$ cat src/rtl/spmq_pkg.sv
// Package with the types, constants and codes of the strict priority multi-queue.
package spmq_pkg;

  localparam int MAX_LEVELS = 16;
  localparam int CAPACITY   = 64;
  localparam int TAG_W      = 32;

  localparam int LV_W  = 4;
  localparam int CNT_W = $clog2(CAPACITY + 1);
  localparam int IDX_W = (CAPACITY > 1) ? $clog2(CAPACITY) : 1;

  typedef logic [CNT_W-1:0] cnt_t;
  typedef logic [IDX_W-1:0] idx_t;
  typedef logic [LV_W-1:0]  lv_t;
  typedef logic [TAG_W-1:0] stag_t;

  typedef enum logic [1:0] {
    ACT_ADD   = 2'd0,
    ACT_NEXT  = 2'd1,
    ACT_ERASE = 2'd2
  } action_t;

  typedef enum logic [2:0] {
    ST_OK        = 3'd0,
    ST_BAD_LEVEL = 3'd1,
    ST_FULL      = 3'd2,
    ST_EMPTY     = 3'd3,
    ST_ZERO_POS  = 3'd4,
    ST_NO_ENTRY  = 3'd5
  } status_t;

  typedef enum logic [1:0] {
    CELL_HOLD   = 2'd0,
    CELL_INSERT = 2'd1,
    CELL_REMOVE = 2'd2
  } cell_op_t;

  typedef struct packed {
    logic [1:0]  action;
    logic [4:0]  level;
    logic [31:0] tag;
    logic [6:0]  position;
  } in_data_t;

  typedef struct packed {
    logic [2:0]  status;
    logic [31:0] tag_out;
  } out_data_t;

  typedef struct packed {
    lv_t   lv;
    stag_t tag;
  } entry_t;

  // Broadcast from the controller to every cell of the chain.
  typedef struct packed {
    cell_op_t op;
    cnt_t     count;
    lv_t      new_lv;
    stag_t    new_tag;
    idx_t     rm_idx;
  } cell_ctrl_t;

endpackage

$ cat src/rtl/spmq_cell.sv
// One cell of the sorted chain: holds a single entry and shifts with its neighbors.
module spmq_cell
  import spmq_pkg::*;
(
  input  logic       clk,
  input  idx_t       cell_idx,
  input  cell_ctrl_t ctrl,
  input  logic       prev_ge,
  input  entry_t     left_entry,
  input  entry_t     right_entry,
  output logic       ge,
  output entry_t     entry
);

  entry_t entry_r;
  entry_t entry_nxt;
  logic   valid;

  assign valid = cnt_t'(cell_idx) < ctrl.count;
  // The chain is sorted by descending level, so these flags form a run of ones.
  assign ge    = valid && (entry_r.lv >= ctrl.new_lv);
  assign entry = entry_r;

  always_comb begin
    entry_nxt = entry_r;
    case (ctrl.op)
      CELL_INSERT: begin
        if (!ge) begin
          if (prev_ge) begin
            entry_nxt.lv  = ctrl.new_lv;
            entry_nxt.tag = ctrl.new_tag;
          end else begin
            entry_nxt = left_entry;
          end
        end
      end
      CELL_REMOVE: begin
        if (cell_idx >= ctrl.rm_idx) begin
          entry_nxt = right_entry;
        end
      end
      default: begin
        entry_nxt = entry_r;
      end
    endcase
  end

  always_ff @(posedge clk) begin
    entry_r <= entry_nxt;
  end

endmodule

$ cat config.mk
export PLATFORM = sky130hd
export DESIGN_NAME = spmq_cell
export DESIGN_NICKNAME = d
export VERILOG_FILES = /design/src/rtl/spmq_pkg.sv /design/src/rtl/spmq_cell.sv
export SDC_FILE = /design/constraint.sdc
export NUM_CORES = 1
export LEC_CHECK = 0
export ABC_AREA = 0
export BUFFER_PORTS_ARGS = -buffer_cell sky130_fd_sc_hd__buf_2
export CORE_MARGIN = 1.5
export CORE_UTILIZATION = 44
export CTS_CLUSTER_DIAMETER = 80
export DETAILED_ROUTE_END_ITERATION = 8
export GPL_ROUTABILITY_DRIVEN = 0
export GPL_TIMING_DRIVEN = 1
export PLACE_DENSITY = 0.87
export RECOVER_POWER = 100
export SLEW_MARGIN = 20
export SYNTH_ARGS = -nofsm -noshare
export SYNTH_HDL_FRONTEND = slang
export SYNTH_SLANG_ARGS = --single-unit
$ cat constraint.sdc
create_clock -name clk -period 15.6 [get_ports clk]
set_clock_uncertainty 0.15 [all_clocks]
set_input_delay 3.12 -clock clk [delete_from_list [all_inputs] [get_ports clk]]
set_output_delay 3.12 -clock clk [all_outputs]
set_load 0.02 [all_outputs]
==> results of run 1 <==
-- power groups by stage --
stage | Clock (mW) | Sequential [mW] | Combinational (mW)
floorplan | 0 | 0.142 | 0.0280
global placement | 0 | 0.126 | 0.0747
finish | 0.0617 | 0.125 | 0.0728
detailed placement | 0 | 0.126 | 0.0770
CTS | 0.0634 | 0.124 | 0.0771
global route | 0.0682 | 0.126 | 0.0804
-- synthesized netlist by cell type (2+ instances only) --
cell type,n
clkbuf_1,6
nor2_1,2
nor2b_1,3
o21ai_0,38
edfxtp_1,36
nand2_1,39
nand2b_1,2
mux2i_1,36
a21oi_1,2
buf_2,5
ha_1,15
inv_1,17
-- logic make-up after synthesis --
| family | count (synthesis) | share of synthesized area |
|---|---|---|
| and+or+nand+nor | 50 | 0.0974 |
| AOI/OAI and AO/OA | 46 | 0.117 |
| muxes | 36 | 0.161 |
| DFF | 36 | 0.483 |
| buffers and inverters | 29 | 0.0532 |
| adders and majority gates | 15 | 0.0839 |
| xor gates and xnor gates | 1 | 0.00392 |
-- stage by stage --
| step | instance area (um2) | util | hold WS, ns | power (mW) | worst slack [ns] |
|---|---|---|---|---|---|
| floorplan | 2240 | - | 1.68 | 0.170 | 8.03 |
| global placement | 3140 | 0.651 | 1.24 | 0.200 | 7.85 |
| detailed placement | 3140 | 0.651 | 1.30 | 0.203 | 7.76 |
| CTS | 3220 | 0.668 | 1.31 | 0.265 | 7.76 |
| global route | 3160 | 0.656 | 2.14 | 0.275 | 7.38 |
| finish | 3160 | 0.656 | 1.99 | 0.260 | 7.49 |
-- critical path: cells and delay by family --
kind / cells / cell delay [ns]
compound gates: 2 / 0.85
simple gates: 2 / 0.33
fa+ha+maj: 1 / 0.28
buf+inv: 2 / 0.27
-- area by class of cell --
cell class / instances / area [um2] / share of cell area
Timing Repair Buffer: 169 / 798 / 0.253
Clock buffer: 5 / 68.8 / 0.0218
Sequential cell: 36 / 1080 / 0.342
Tap cell: 67 / 83.8 / 0.0265
Inverter: 17 / 63.8 / 0.0202
Clock inverter: 3 / 13.8 / 0.00436
Multi-Input combinational cell: 148 / 1050 / 0.332
-- worst max-delay path by stage --
stage / from / end / slack, ns / cells after the start
finish: ctrl[38] / ge / 7.49 / 7
floorplan: ctrl[43] / ge / 8.03 / 5
global placement: cell_idx[1] / ge / 7.85 / 6
detailed placement: ctrl[38] / ge / 7.76 / 7
CTS: ctrl[38] / ge / 7.76 / 7
global route: ctrl[38] / ge / 7.38 / 7
-- metal layers --
layer / vias to the layer above / track usage
met4: 0 / 0.0788
met5: - / 0
met3: 6 / 0.0691
li1: 1089 / -
met2: 101 / 0.370
met1: 932 / 0.214
==> results.tsv, run 1 <==
metric	value	unit
Residual DRC	0	
CTS H-tree depth	2	
RSZ-0062 raised after global routing	false	
Tot GR Track Use	0.203	
clock group share of total power	0.238	
VDD IR max	0.0553	mV
worst hold path depth	5	
clk slew on worst S/H paths	0.07	ns
Worst Setup Start Kind	input pin	
WL final	5570	um
YS warnings	0	
required time worst endpoint	12.33	ns
failing checks	max-capacitance violations, max-slew violations	
Die H	74.3	um
CTS tree	built	
internal power	0.182	mW
vias per cell	4.78	
Reg2Reg Launch Point	entry[32]	
commonest non-fill, non-tap cell in the layout	buf_2	
ANT nets after route	0	
number of flops mapped to enable cells by yosys	36	
uppermost layer routed	met4	
Slew @ Worst Pin	2.52	ns
port buffer count	167	
WL met3	449	um
I/O pin count	168	
CP endpoint kind	output port	
Min-Delay Endpoint	entry[4]	
Sw Share	0.301	
Std-Cell Rows	25	
ys flop type	edfxtp_1	
routed len/inst	12.5	um
Synth Cell Area	2240	um2
crit path cell chain	clkbuf_1 > ha_1 > nand2b_1 > a2111oi_0 > a221oi_2 > nor2b_1 > clkbuf_1	
R2R Path End	entry[10]	
CP max FO	2	
relative slew slack	-0.680	
cts hold-fix bufs	0	
first-pass GRT wire length	8400	um
grt ovf	0	
worst reg-to-reg setup slack	11.74	ns
NetSw	0.0781	mW
DP Cell Count	437	
FILL cells	419	
f_max	0.123	GHz
initial antenna violation count	0	
final setup violation count	0	
Root Buffer	clkbuf_8	
Core ar.	4820	um2
Yosys top cell by area	edfxtp_1	
CTS sink cnt	36	
CTS Buf Count	5	
commonest non-fill, non-tap cells in the layout	128 x buf_2, 40 x clkbuf_1, 39 x nand2_1, 38 x o21ai_0	
power per standard cell area	82.2	nW/um2
max cap viols	2	
post-synth top area share	0.483	
Non-Filler Instances	445	
Final min period	8.11	ns
ant diodes	0	
crit-path most repeated cell	clkbuf_1	
Comb pwr share	0.281	
DR vias	2128	
Post-Syn Area per Cell	10.5	um2
register area share after synthesis	0.483	
hold_sp	entry[33]	
initial core utilization	0.464	
Area contributors post-synth	edfxtp_1 48%, mux2i_1 16%, o21ai_0 8.5%	
HPWL after detailed placement	4380	um
Metal-1 WL	2110	um
area grow syn2layout	41.3	%
Mapped Nets	359	
Synth Register Bits	36	
Reg power frac	0.482	
vias in the first global route	1981	
clock tree buffer depth	2	
met2 wire length	2950	um
status	finished, violations left	
largest net degree at the start of global routing	73	
final hold vios	0	
cells after synthesis	213	
post-CTS resize count	0	
Final Net Count	523	
clk_lat worst skew	0.28	ns
max reg flops	36	
die footprint	5520	um2
path type of the worst min-delay path	reg -> reg	
Setup Buffers After CTS	0	
period utilization	0.520	
Leak	1.51	nW
Synth async-reset ratio	0	
Reg2Reg Depth	7	
number of DRC markers in iteration 0	31	
drt pass-1 iters	4	
CP Class	in -> out	
setup TNS	0	ns
layout cells sized above 1	0.370	
max-slew violations	74	
critical path arrival	4.84	ns
Slowest cell on crit path	a2111oi_0	
Max stage delay on crit path	0.73	ns
Die X	74.3	um
Netlist cell types	24	
(Power assumes the default switching activity.)
==> run 2: changes to the inputs <==
CORE_UTILIZATION = 40   (was 44)
PLACE_DENSITY = 0.8   (was 0.87)
clock period = 7.9 ns   (was 15.6 ns; I/O delays follow)
==> run 2 against run 1 <==
The run still ends with max-capacitance violations, max-slew violations left. Clock power increased by 90%. Critical endpoint unchanged. Final cell count increased by 0.90%. Die area up 9.6%. Highest routed layer unchanged. Total power rose by 95%. Register-to-register slack worse by 7.4 ns. Wire length shrank 3.7%. Critical path depth is 1 lower. Non-clock buffer count is the same. Via count about the same. Sequential power grew 98%. First-iteration DRC count up 110%. Core utilization fell by 7.6 points.
==> results.tsv, run 2 (synthesis gave the netlist of run 1 again) <==
metric	value	unit	change
status	finished, violations left		
failing checks	max-capacitance violations, max-slew violations		
CTS tree	built		
Slowest cell on crit path	a221oi_1		
I/O pin count	168		unchanged
clk_lat worst skew	0.27	ns	about the same
Die H	77.8	um	+4.7%
initial antenna violation count	0		unchanged
max-slew violations	74		unchanged
clk slew on worst S/H paths	0.07	ns	about the same
post-CTS resize count	0		unchanged
Root Buffer	clkbuf_8		
initial core utilization	0.411		-0.0531
final setup violation count	0		unchanged
CTS H-tree depth	2		unchanged
commonest non-fill, non-tap cells in the layout	128 x buf_2, 41 x clkbuf_1, 39 x nand2_1, 38 x o21ai_0		
CP max FO	2		unchanged
VDD IR max	0.103	mV	+87%
critical path arrival	3.18	ns	-1.66 ns
period utilization	0.622		
Final Net Count	523		unchanged
first-pass GRT wire length	8100	um	-3.6%
Setup Buffers After CTS	0		unchanged
crit path cell chain	buf_2 > ha_1 > a211o_1 > a221oi_1 > nor2b_1 > clkbuf_1		
power per standard cell area	161	nW/um2	+95%
max cap viols	2		unchanged
Max stage delay on crit path	0.51	ns	-0.22 ns
Cell Area, Placed	3140	um2	+0.20%
final hold vios	0		unchanged
layout cells sized above 1	0.366		-0.00432
Sequential Area	1080	um2	unchanged
hold slack	1.42	ns	-0.561 ns
design area	3150	um2	-0.16%
Final min period	4.91	ns	
routed len/inst	11.9	um	-4.5%
area grow syn2layout	41.1	%	
grt ovf	0		unchanged
FILL cells	505		+21%
vias in the first global route	1913		-3.4%
CTS sink cnt	36		unchanged
required time worst endpoint	6.17	ns	-6.16 ns
total power	0.507	mW	+95%
relative slew slack	-0.702		-0.0220
Largest delay share family, worst path	compound AO/OA/AOI/OAI gates		
CP bufs+invs	2		unchanged
Worst Setup Start Kind	input pin		
ANT nets after route	0		unchanged
CP Class	in -> out		
drt pass-1 iters	4		unchanged
Std-Cell Rows	27		+8.0%
Tot GR Track Use	0.172		-0.0302
clock tree buffer depth	2		unchanged
number of DRC markers in iteration 0	64		+110%
multi-input logic area	1040	um2	-0.60%
port buffer count	167		unchanged
ant diodes	0		unchanged
HPWL after detailed placement	4300	um	-2.0%
Slew @ Worst Pin	2.55	ns	+0.0329 ns
path type of the worst min-delay path	in -> reg		
die footprint	6050	um2	+9.6%
f_max	0.204	GHz	
commonest non-fill, non-tap cell in the layout	buf_2		
vias per cell	4.74		-0.80%
Final Core Density	0.580		-0.0759
setup TNS	0	ns	unchanged
largest net degree at the start of global routing	73		unchanged
Leak	1.50	nW	-0.38%
Residual DRC	0		unchanged
DR vias	2130		+0.094%
max reg flops	36		unchanged
cts hold-fix bufs	0		unchanged
CP endpoint kind	output port		
WL final	5360	um	-3.7%
Die X	77.8	um	+4.7%
Core ar.	5440	um2	+13%
RSZ-0062 raised after global routing	false		
CTS Buf Count	5		unchanged
## run 2: cell count changes in the layout (fill, tap and decap cells not counted)
cell,change
clkbuf_1,+1
clkinv_1,-1
clkinv_2,-1
a221oi_1,+1
a221oi_2,-1
## run 2: worst reg2reg max path, delay by kind of cell, from the launching register on
| kind | cells | cell delay, ns |
|---|---|---|
| buf+inv | 2 | 1.46 |
| compound gates | 3 | 0.79 |
| flops | 1 | 0.38 |
| fa+ha+maj | 1 | 0.21 |
| simple gates | 1 | 0.14 |
## run 2: cell type report
cell class                      instances  share of cell area
Sequential cell                        36               0.343
Tap cell                               72              0.0286
Inverter                               17              0.0202
Multi-Input combinational cell        148               0.331
Clock buffer                            6              0.0230
Clock inverter                          1             0.00159
Timing Repair Buffer                  169               0.253
## run 2: through the flow
| stage | instances | setup WS, ns |
|---|---|---|
| global placement | 442 | 3.24 |
| CTS | 449 | 3.19 |
| detailed placement | 442 | 3.19 |
| finish | 449 | 2.99 |
| floorplan | 213 | 2.18 |
| global route | 449 | 2.83 |
## run 2: metal layers
metal | GRT usage | vias up | share of wire
met5 | 0 | - | 0
met4 | 0.0564 | 0 | 0.011
met3 | 0.0565 | 7 | 0.094
met1 | 0.171 | 941 | 0.36
met2 | 0.331 | 98 | 0.53
li1 | - | 1084 | -
## run 2: path summary, 6_finish.rpt
check	start	endpoint	slack, ns	cells after the start
setup reg to reg	entry[32]	entry[27]	4.34	7
hold reg to reg	entry[35]	entry[33]	2.09	5
hold / removal	right_entry[18]	entry[18]	1.42	3
setup / recovery	cell_idx[1]	ge	2.99	6
## run 2: where the power goes
part           total (mW)  internal (mW)  switching (mW)
Combinational       0.142         0.0570          0.0850
Sequential          0.248          0.242         0.00592
Clock               0.117         0.0598          0.0572
==> run 3: changes to the inputs <==
CORE_UTILIZATION = 37   (was 40)
PLACE_DENSITY = 0.78   (was 0.8)
clock period = 4.5 ns   (was 7.9 ns; I/O delays follow)
==> run 3 against run 2 <==
The flow still finishes with violations (max-capacitance violations, max-slew violations). Setup slack worse by 2.0 ns. First-iteration DRC count grew 25%. Sequential share of layout area is 0.15 points lower. Global-route usage shrank 1.3 points. Sequential power is 74% higher. Cell area is 0.44% higher. Critical endpoint unchanged. Highest routed layer unchanged.
==> results.tsv, run 3 (synthesis gave the netlist of run 1 again) <==
metric	value	unit	change
clock tree buffer depth	2		unchanged
Final Net Count	523		unchanged
Max stage delay on crit path	0.51	ns	about the same
Tot GR Track Use	0.159		-0.0135
first-pass GRT wire length	7890	um	-2.6%
internal power	0.631	mW	+76%
CP bufs+invs	2		unchanged
final hold vios	0		unchanged
ANT nets after route	0		unchanged
HPWL after detailed placement	4230	um	-1.5%
Sw Share	0.299		+0.00706
f_max	0.282	GHz	
power per standard cell area	284	nW/um2	+77%
initial core utilization	0.380		-0.0312
max-slew violations	37		-50%
failing checks	max-capacitance violations, max-slew violations		
Comb pwr share	0.278		-0.002
total power	0.900	mW	+78%
M2 GR Usage	0.301		-0.0305
commonest non-fill, non-tap cell in the layout	buf_2		
Final WS setup	0.948	ns	-2.04 ns
Largest delay share family, worst path	compound AO/OA/AOI/OAI gates		
CP Class	in -> out		
Root Buffer	clkbuf_8		
path type of the worst min-delay path	in -> reg		
Residual DRC	0		unchanged
max cap viols	1		-1
Std-Cell Rows	28		+3.7%
final setup violation count	0		unchanged
Core ar.	5890	um2	+8.2%
period utilization	0.789		
Cell Area, Placed	3150	um2	+0.12%
VDD IR max	0.165	mV	+60%
CP max FO	2		unchanged
cts hold-fix bufs	0		unchanged
largest net degree at the start of global routing	73		unchanged
Slew @ Worst Pin	2.56	ns	+0.00451 ns
Slowest cell on crit path	a221oi_1		
Leak	1.51	nW	+0.54%
post-CTS resize count	0		unchanged
critical path arrival	2.50	ns	-0.68 ns
design area	3170	um2	+0.44%
NetSw	0.270	mW	+82%
met1 usage	0.161		-0.00971
CTS H-tree depth	2		unchanged
clk_lat worst skew	0.28	ns	about the same
routed len/inst	11.8	um	-1.4%
GR peak layer	met2		
port buffer count	167		unchanged
DR vias	2109		-0.99%
vias per cell	4.66		-1.9%
vias in the first global route	1891		-1.2%
M3 GR Usage	0.0584		+0.00196
initial antenna violation count	0		unchanged
CTS sink cnt	36		unchanged
number of DRC markers in iteration 0	80		+25%
Sequential Area	1080	um2	unchanged
clock group share of total power	0.242		+0.011
I/O pin count	168		unchanged
Final min period	3.55	ns	
layout cells sized above 1	0.370		+0.00432
RSZ-0062 raised after global routing	false		
crit path cell chain	buf_2 > ha_1 > a211o_1 > a221oi_1 > nor2b_1 > clkbuf_1		
Die X	80.7	um	+3.8%
die footprint	6520	um2	+7.8%
CP endpoint kind	output port		
commonest non-fill, non-tap cells in the layout	128 x buf_2, 39 x nand2_1, 39 x clkbuf_1, 38 x o21ai_0		
Worst Setup Start Kind	input pin		
FILL cells	564		+12%
area grow syn2layout	41.7	%	
WL final	5330	um	-0.56%
Setup Buffers After CTS	0		unchanged
grt ovf	0		unchanged
multi-input logic area	1040	um2	unchanged
CTS Buf Count	5		unchanged
ant diodes	0		unchanged
drt pass-1 iters	4		unchanged
Reg power frac	0.480		-0.009
setup TNS	0	ns	unchanged
clk slew on worst S/H paths	0.07	ns	about the same
CTS tree	built		
max reg flops	36		unchanged
Die H	80.7	um	+3.8%
status	finished, violations left		
Place WS	1.15	ns	-2.04 ns
relative slew slack	-0.705		-0.00300
required time worst endpoint	3.45	ns	-2.72 ns
==> run 3: changes by cell type in the layout (fill, tap and decap cells not counted) <==
cell,before,now
clkbuf_2,0,1
inv_6,0,1
clkbuf_1,41,39
clkinv_1,0,1
==> run 3: final timing paths <==
| kind | startpoint | endpoint | slack, ns | cells past startpoint |
|---|---|---|---|---|
| max | cell_idx[1] | ge | 0.95 | 6 |
| min | right_entry[15] | entry[15] | 0.74 | 3 |
| max reg2reg | entry[32] | entry[18] | 1.64 | 7 |
| min reg2reg | entry[34] | entry[33] | 1.82 | 5 |
==> run 3: power by group through the flow <==
stage | logic [mW] | clock network [mW] | registers [mW]
3_3_place_gp | 0.260 | 0 | 0.436
5_1_grt | 0.280 | 0.242 | 0.437
2_1_floorplan | 0.0985 | 0 | 0.489
4_1_cts | 0.267 | 0.229 | 0.430
3_5_place_dp | 0.267 | 0 | 0.438
6_report | 0.250 | 0.218 | 0.432
==> run 3: layout make-up <==
| class | count | area share |
|---|---|---|
| inverter | 17 | 0.0201 |
| sequential | 36 | 0.341 |
| tap | 75 | 0.0296 |
| multi-input combinational | 148 | 0.329 |
| clock inverter | 3 | 0.00553 |
| clock buffer | 5 | 0.0217 |
| timing repair buffer | 169 | 0.252 |
==> run 3: routing by layer <==
layer / wire length [um] / up-vias
li1: - / 1084
met4: 52 / 0
met3: 500 / 4
met1: 2060 / 921
met2: 2720 / 100
met5: 0 / -
==> run 3: stage by stage <==
| stage | instances | utilization | hold WS [ns] |
|---|---|---|---|
| final | 453 | 0.538 | 0.742 |
| after global routing | 453 | 0.538 | 0.733 |
| after CTS | 453 | 0.549 | 0.729 |
| after detailed placement | 445 | 0.534 | 1.03 |
| after global placement | 445 | 0.534 | 1.03 |
| after floorplan | 213 | - | 0.937 |
==> run 3: worst reg2reg max path, delay by kind of cell (launching register included) <==
family | cells | cell delay, ns
buffers and inverters | 2 | 0.78
DFF | 1 | 0.39
adders and majority gates | 1 | 0.21
AOI/OAI and AO/OA | 3 | 0.79
and+or+nand+nor | 1 | 0.14
